### config.mk
export PLATFORM = sky130hd
export DESIGN_NAME = fir16_scaled_saturating
export DESIGN_NICKNAME = d
export VERILOG_FILES = /design/src/hw/rtl/fir16_pkg.sv /design/src/hw/rtl/fir16_delay.sv /design/src/hw/rtl/fir16_partial.sv /design/src/hw/rtl/fir16_scale.sv /design/src/hw/rtl/fir16_scaled_saturating.sv
export SDC_FILE = /design/constraint.sdc
export NUM_CORES = 1
export LEC_CHECK = 0
export BUFFER_PORTS_ARGS = -buffer_cell sky130_fd_sc_hd__clkbuf_2
export CAP_MARGIN = 20
export CELL_PAD_IN_SITES_DETAIL_PLACEMENT = 1
export CELL_PAD_IN_SITES_GLOBAL_PLACEMENT = 2
export CORE_UTILIZATION = 25
export CTS_CLUSTER_DIAMETER = 100
export DETAILED_ROUTE_END_ITERATION = 12
export PLACE_DENSITY_LB_ADDON = 0.1
export SETUP_SLACK_MARGIN = 0.02
export SLEW_MARGIN = 20
export SYNTH_ARGS = -nofsm -noshare
export SYNTH_HDL_FRONTEND = slang
export SYNTH_HIERARCHICAL = 1
export SYNTH_SLANG_ARGS = --single-unit
### constraint.sdc
create_clock -name clk -period 4.85 [get_ports clk]
set_input_delay 0.7275 -clock clk [delete_from_list [all_inputs] [get_ports clk]]
set_output_delay 0.7275 -clock clk [all_outputs]
set_load 0.01 [all_outputs]
### src/hw/rtl/fir16_pkg.sv
// Shared types, constants and the tap weight function for the 16-tap FIR block.
// Used by every module of the filter; depends on nothing.
package fir16_pkg;

  // Filter geometry and arithmetic widths.
  localparam int TAP_COUNT   = 16;
  localparam int SAMPLE_W    = 8;
  localparam int ACC_W       = 16;
  localparam int SCALED_W    = ACC_W + 2;
  localparam int GROUP_SIZE  = 4;
  localparam int GROUP_COUNT = (TAP_COUNT + GROUP_SIZE - 1) / GROUP_SIZE;
  localparam int WEIGHT_MAX  = (TAP_COUNT + 1) / 2;
  localparam int WEIGHT_W    = $clog2(WEIGHT_MAX + 1);

  // Output saturation limits.
  localparam int OUT_MAX = 127;
  localparam int OUT_MIN = -128;

  typedef logic signed [SAMPLE_W-1:0] sample_t;
  typedef logic signed [ACC_W-1:0]    acc_t;
  typedef logic signed [SCALED_W-1:0] scaled_t;
  typedef sample_t [TAP_COUNT-1:0]    tap_vec_t;
  typedef acc_t [GROUP_COUNT-1:0]     part_vec_t;

  // Symmetric weight of tap idx (0 is the newest sample): 1, 2, ..., 8, 8, ..., 2, 1.
  function automatic logic [WEIGHT_W-1:0] tap_weight(input int idx);
    int a;
    int b;
    a = idx + 1;
    b = TAP_COUNT - idx;
    return WEIGHT_W'((a < b) ? a : b);
  endfunction

endpackage

### src/hw/rtl/fir16_delay.sv
// Input register and delay line of the FIR block.
// Depends on fir16_pkg for the sample and tap vector types.
module fir16_delay (
  input  logic                clk,
  input  logic                rst_n,
  input  logic                valid_i,
  output logic                ready_o,
  input  fir16_pkg::sample_t  sample_i,
  output logic                valid_o,
  input  logic                ready_i,
  output fir16_pkg::tap_vec_t taps_o
);

  logic                valid_r;
  fir16_pkg::tap_vec_t taps_r;
  fir16_pkg::tap_vec_t taps_nxt;

  // The stage frees up when it is empty or its content moves on.
  assign ready_o = !valid_r || ready_i;

  // Shift the new sample in at tap 0; the oldest one drops out.
  always_comb begin
    taps_nxt = taps_r;
    if (valid_i && ready_o) begin
      for (int i = fir16_pkg::TAP_COUNT - 1; i > 0; i--) begin
        taps_nxt[i] = taps_r[i-1];
      end
      taps_nxt[0] = sample_i;
    end
  end

  // The delay line is filter state, so reset clears it along with the valid flag.
  always_ff @(posedge clk) begin
    if (!rst_n) begin
      valid_r <= 1'b0;
      taps_r  <= '0;
    end else begin
      if (ready_o) begin
        valid_r <= valid_i;
      end
      taps_r <= taps_nxt;
    end
  end

  assign valid_o = valid_r;
  assign taps_o  = taps_r;

endmodule

### src/hw/rtl/fir16_partial.sv
// Weighted tap products summed in groups of four, one register per group.
// Depends on fir16_pkg for widths, types and the tap weight function.
module fir16_partial (
  input  logic                 clk,
  input  logic                 rst_n,
  input  logic                 valid_i,
  output logic                 ready_o,
  input  fir16_pkg::tap_vec_t  taps_i,
  output logic                 valid_o,
  input  logic                 ready_i,
  output fir16_pkg::part_vec_t part_o
);

  logic                 valid_r;
  fir16_pkg::part_vec_t part_r;
  fir16_pkg::part_vec_t part_nxt;

  assign ready_o = !valid_r || ready_i;

  // Each group adds its constant-weight products; sums wrap at the accumulator width.
  always_comb begin
    part_nxt = '0;
    for (int g = 0; g < fir16_pkg::GROUP_COUNT; g++) begin
      for (int k = 0; k < fir16_pkg::GROUP_SIZE; k++) begin
        if (g * fir16_pkg::GROUP_SIZE + k < fir16_pkg::TAP_COUNT) begin
          part_nxt[g] = part_nxt[g]
            + fir16_pkg::acc_t'(taps_i[g * fir16_pkg::GROUP_SIZE + k])
            * fir16_pkg::acc_t'({1'b0,
                fir16_pkg::tap_weight(g * fir16_pkg::GROUP_SIZE + k)});
        end
      end
    end
  end

  // Partial sums need no reset; only the valid flag does.
  always_ff @(posedge clk) begin
    if (!rst_n) begin
      valid_r <= 1'b0;
    end else if (ready_o) begin
      valid_r <= valid_i;
    end
  end

  always_ff @(posedge clk) begin
    if (ready_o && valid_i) begin
      part_r <= part_nxt;
    end
  end

  assign valid_o = valid_r;
  assign part_o  = part_r;

endmodule

### src/hw/rtl/fir16_scale.sv
// Final sum, three-quarter scaling with floor rounding, saturation and result register.
// Depends on fir16_pkg for widths, types and the saturation limits.
module fir16_scale (
  input  logic                 clk,
  input  logic                 rst_n,
  input  logic                 valid_i,
  output logic                 ready_o,
  input  fir16_pkg::part_vec_t part_i,
  output logic                 valid_o,
  input  logic                 ready_i,
  output fir16_pkg::sample_t   result_o
);

  logic               valid_r;
  fir16_pkg::sample_t result_r;
  fir16_pkg::sample_t result_nxt;
  fir16_pkg::acc_t    sum;
  fir16_pkg::scaled_t triple;
  fir16_pkg::scaled_t scaled;

  assign ready_o = !valid_r || ready_i;

  // Add the partial sums, form 3*sum as a shift and add, then floor-divide by four.
  always_comb begin
    sum = '0;
    for (int g = 0; g < fir16_pkg::GROUP_COUNT; g++) begin
      sum = sum + part_i[g];
    end
    triple = (fir16_pkg::scaled_t'(sum) <<< 1) + fir16_pkg::scaled_t'(sum);
    scaled = triple >>> 2;
  end

  // Clamp to the signed 8-bit range.
  always_comb begin
    priority if (scaled > fir16_pkg::scaled_t'(fir16_pkg::OUT_MAX)) begin
      result_nxt = fir16_pkg::sample_t'(fir16_pkg::OUT_MAX);
    end else if (scaled < fir16_pkg::scaled_t'(fir16_pkg::OUT_MIN)) begin
      result_nxt = fir16_pkg::sample_t'(fir16_pkg::OUT_MIN);
    end else begin
      result_nxt = scaled[fir16_pkg::SAMPLE_W-1:0];
    end
  end

  always_ff @(posedge clk) begin
    if (!rst_n) begin
      valid_r <= 1'b0;
    end else if (ready_o) begin
      valid_r <= valid_i;
    end
  end

  always_ff @(posedge clk) begin
    if (ready_o && valid_i) begin
      result_r <= result_nxt;
    end
  end

  assign valid_o  = valid_r;
  assign result_o = result_r;

endmodule

### src/hw/rtl/fir16_scaled_saturating.sv
// 16-tap symmetric FIR filter with 3/4 scaling and saturation to signed 8 bits.
// Instantiates fir16_delay, fir16_partial and fir16_scale; uses fir16_pkg.
//
// Usage:
//   in_*  : stream input; one signed 8-bit sample per transfer in in_tdata.
//   out_* : stream output; one filtered signed 8-bit sample per input transfer.
//   Weights are 1,2,...,8,8,...,2,1 over the newest sample and the 15 before it.
//   The weighted sum is multiplied by 3 and shifted right by 2 (floor), then
//   clamped to -128..127.
//   An accepted input passes the delay line, partial sums and result register
//   in that order. Throughput: one sample per cycle unless the receiver stalls;
//   each of the three stages holds one item and hands it on whenever the next
//   stage is empty or moving.
//   Reset (rst_n low, synchronous) clears the delay line to zero and empties
//   the pipeline; out_tvalid is low after reset.
//   When the receiver stalls, the result waits in the output register and the
//   earlier stages keep filling until all three are occupied; only then does
//   in_tready drop. No sample is lost or repeated.
module fir16_scaled_saturating (
  input  logic       clk,
  input  logic       rst_n,
  input  logic       in_tvalid,
  output logic       in_tready,
  input  logic [7:0] in_tdata,   // [7:0] sample_in
  output logic       out_tvalid,
  input  logic       out_tready,
  output logic [7:0] out_tdata   // [7:0] filtered_out
);

  logic                 taps_valid;
  logic                 taps_ready;
  fir16_pkg::tap_vec_t  taps;
  logic                 part_valid;
  logic                 part_ready;
  fir16_pkg::part_vec_t parts;
  fir16_pkg::sample_t   result;

  // Input register and delay line.
  fir16_delay u_delay (
    .clk      (clk),
    .rst_n    (rst_n),
    .valid_i  (in_tvalid),
    .ready_o  (in_tready),
    .sample_i (fir16_pkg::sample_t'(in_tdata)),
    .valid_o  (taps_valid),
    .ready_i  (taps_ready),
    .taps_o   (taps)
  );

  // Weighted group sums.
  fir16_partial u_partial (
    .clk     (clk),
    .rst_n   (rst_n),
    .valid_i (taps_valid),
    .ready_o (taps_ready),
    .taps_i  (taps),
    .valid_o (part_valid),
    .ready_i (part_ready),
    .part_o  (parts)
  );

  // Scaling, saturation and output register.
  fir16_scale u_scale (
    .clk      (clk),
    .rst_n    (rst_n),
    .valid_i  (part_valid),
    .ready_o  (part_ready),
    .part_i   (parts),
    .valid_o  (out_tvalid),
    .ready_i  (out_tready),
    .result_o (result)
  );

  assign out_tdata = result;

  // The pipeline comes out of reset empty.
  a_reset_empty: assert property (@(posedge clk) !rst_n |=> !out_tvalid)
    else $error("output valid right after reset");

  // The input side only stalls when every stage is full behind a stalled receiver.
  a_stall_cause: assert property (@(posedge clk) disable iff (!rst_n)
    !in_tready |-> (taps_valid && part_valid && out_tvalid && !out_tready))
    else $error("input stalled without back pressure");

  // With the receiver ready, an accepted sample reaches the output through all stages.
  a_latency: assert property (@(posedge clk) disable iff (!rst_n)
    (in_tvalid && in_tready) ##1 out_tready ##1 out_tready |-> ##1 out_tvalid)
    else $error("result did not arrive within three cycles");

endmodule
==> metrics.cfg <==
[finish]
nets = 2073
final_common_cell = inv_1
multi_input_area_sq_um = 10900
regArea_sq_um = 4580
drive_above_1_share_pct = 13.0
areaGrowthSynthToFinish_pct = 14.9
antenna_cells = 0
final_cell_mix = 282 x inv_1, 200 x ha_1, 167 x nand2_1
stdcell_area_sq_um = 19100
n_fill_cell = 7399

[routing]
wl_um = 41800
drt-initial-drc-count = 274
drt_first_pass_iters = 4
postRouteAntennaNets = 0
vias = 10970
viasPerCell = 4.27
wl_per_cell_um = 16.3
drc = 0

[critical_path]
worstPathMaxFanout = 4
cpMostUsedCell = buf_4
critPathLaunchType = register
max_stage_delay_ns = 0.50
required_ns = 5.17
r2r-start = u_partial/part_o[1]$_DFFE_PP_
cp_cell_sequence = inv_2 > fa_1 > fa_1 > inv_1 > ha_2 > fa_2 > a21oi_2 > o2111ai_2 > o31ai_2 > buf_4 > o22ai_4 > o21a_1 > nor2_2 > xnor2_2 > ha_4 > buf_6 > o211ai_1 > a31oi_2 > buf_4 > nor4_4 > buf_4 > buf_4 > nand4_1 > o211ai_1
arrival_ns = 5.37
r2r-end = u_scale/result_o[2]$_SDFFCE_PN1P_
ff2ff_path_depth = 24
cp-end-kind = register
critPathSlowestCell = fa_1
reg2reg_slack_ns = -0.20
critPathKind = reg2reg

[timing]
timing.final.ws_setup_ns = -0.200
finalClockSkew_ns = 0.0117
finalMaxSlewViolations = 0
fin_crit_ns = 5.05
fmax_ghz = 0.198
setup_violations = 7
worst_pin_slew_ns = 0.938
final_hold_viol_count = 0
max_slew_margin_pct = 37.4
rsz0062_at_grt = yes
period_share_pct = 104
fin_tns_setup_ns = -1.13

[clock_network]
cts_root_buffer = clkbuf_16
htree_levels = 4
clock-sinks = 196
cts_tree = done
cts_buffers = 17
clk_pin_slew_worst_paths_ns = 0.08
clock_latency_ns = 0.49
cts_max_path_buffers = 2

[power_and_ir_drop]
pwr_density_cell_nw_per_um2 = 364
power.leakage_uw = 0.00914
peakVddDrop_mv = 0.284

[logic_synthesis]
yosysSeqAreaShare_pct = 27.6
synth_area_leaders = fa_1 20%, dfxtp_1 16%, ha_1 16%
yosys_most_used_dff = dfxtp_1
mappedNetlistArea_sq_um = 16600
synth_top_area_share_pct = 19.7
ys_ff_latch = 196
syn_nets = 1982
synth.distinct_cells = 73
synth_warnings = 6
syn-instance-count = 1601
synth_enable_flop_cells = 65
avgSynthCellArea_sq_um = 10.4
synth-async-reset-ratio_pct = 0
synth_top_area_cell = fa_1

[floorplan]
die_y_um = 260
die_w_um = 260
die-area_sq_um = 67400
io_pins = 22
rows = 94
core-area_sq_um = 65700
start_util_pct = 25.2

[worst_hold_path]
whs_path_depth = 3
hold_path_class = in2reg
min_to = u_delay/taps_o[7]$_SDFFE_PN0P_
worstHoldStart = in_tdata[7]

[place]
port_buffers = 21
place.gp.congestion = 0.720
placed_cell_area_sq_um = 18000
dp.final_hpwl_um = 34600

[global_routing]
grt-ovfl-total = 0
grt_pass1_vias = 12139
grt_usage_pct = 13.0
grt_antenna_before_repair = 0
grt_max_degree = 66
grt_pass1_wl_um = 66800

[run_status]
violations = negative setup slack
status = finished, violations left

[run]
max_cap_viol_count = 0

-- report_power, final --
part | switching, uW | leakage [uW] | internal (uW) | total [uW]
registers | 23.1 | 0.00169 | 1760 | 1780
logic | 1950 | 0.00717 | 1750 | 3700
clock network | 707 | 0.000277 | 757 | 1460
total | 2680 | 0.00914 | 4270 | 6940
-- cell type report --
class / instances / area share, %
clock buffer: 22 / 2.49
clock inverter: 10 / 0.499
inverter: 289 / 5.69
multi-input combinational: 1078 / 57.3
sequential: 196 / 24.0
tap: 864 / 5.67
timing repair buffer: 110 / 4.34
-- per-stage QoR --
| stage | utilization (%) | setup WS [ns] | cells | total power, uW | hold WS, ns |
|---|---|---|---|---|---|
| final | 29.0 | -0.200 | 2569 | 6940 | 0.473 |
| after detailed placement | 27.4 | -0.388 | 2523 | 4860 | 0.466 |
| after global placement | 27.4 | -0.287 | 2523 | 4840 | 0.456 |
| after CTS | 28.6 | -0.227 | 2565 | 6810 | 0.422 |
| after floorplan | - | 0.0457 | 1601 | 3710 | 0.438 |
| after global routing | 29.0 | -0.477 | 2569 | 7460 | 0.437 |
-- how the worst max path moves through the flow --
stage,cells after the start,startpoint,endpoint,slack (ns)
finish,24,u_partial/part_o[1]$_DFFE_PP_,u_scale/result_o[2]$_SDFFCE_PN1P_,-0.20
global route,24,u_partial/part_o[33]$_DFFE_PP_,u_scale/result_o[2]$_SDFFCE_PN1P_,-0.48
CTS,21,u_partial/part_o[1]$_DFFE_PP_,u_scale/result_o[2]$_SDFFCE_PN1P_,-0.23
detailed placement,20,u_partial/part_o[17]$_DFFE_PP_,u_scale/result_o[1]$_SDFFCE_PN1P_,-0.39
global placement,22,u_partial/part_o[17]$_DFFE_PP_,u_scale/result_o[1]$_SDFFCE_PN1P_,-0.29
floorplan,21,u_partial/part_o[17]$_DFFE_PP_,u_scale/result_o[0]$_SDFFCE_PN1P_,0.05
-- critical path: cells and delay by family, from the launching register on --
family                   cells  cell delay [ns]
AND/OR/NAND/NOR              3             0.42
AO/OA/AOI/OAI                8             1.33
flip-flops                   1             0.35
buffers and inverters        7             0.82
XOR/XNOR                     1             0.17
adder cells (fa/ha/maj)      5             1.78
-- cell families (layout without fill, tap and decap cells) --
family	Yosys count	count (layout)	share of synthesized area, %
xor+xnor	78	78	4.12
buf+inv	327	431	8.93
simple gates	318	318	8.76
flops	196	196	27.6
mux	130	130	7.85
compound gates	183	183	7.61
fa+ha+maj	369	369	35.2
-- per-layer routing --
metal	up-vias	global-route usage (%)	share of wire [%]
met5	-	0	0
met4	0	3.24	1.1
met3	25	2.24	1.6
met2	45	22.6	49
met1	5415	16.7	48
li1	5485	-	-
-- registers in the layout, indices dropped and copies added, names as in the netlist --
register / flops
u_delay/taps_o: 128
u_partial/part_o: 57
u_scale/result_o: 8
u_delay/valid_o: 1
u_partial/valid_o: 1
u_scale/valid_o: 1
-- synth_stat cells (3+ instances only) --
cell       number
or3_1           8
o21ai_0        17
xor2_1         34
nand4b_1        3
nor3_1          7
buf_2          15
o21a_1          9
nor2_1         50
dfxtp_1       131
o221ai_1        5
a21oi_1        54
mux2i_1       129
buf_12         11
edfxtp_1       65
o31ai_1         3
and2_1          4
a31oi_1         9
o2111ai_1       4
nand2_1       170
nand3_1        29
a211o_1         3
and3_1          6
a21o_1         16
a211oi_2        4
xnor2_1        44
nand2b_1        9
fa_1          163
o22ai_1         4
buf_4           7
o211ai_1        9
o21ai_1         9
nand4_1        10
inv_1         287
a21boi_0        3
ha_1          206
o31a_1          5
a211oi_1        3
nor2b_1         9
o21bai_1        4
-- timing repair --
item                                    4_1_cts  5_1_grt
pin swaps                                    33       35
setup buffers                                10        4
gates resized for setup                      34       45
hold buffers                                  0        0
endpoints found under the hold margin         0        0
endpoints found under the setup margin        9       15
Power figures use the tool's default switching activity.
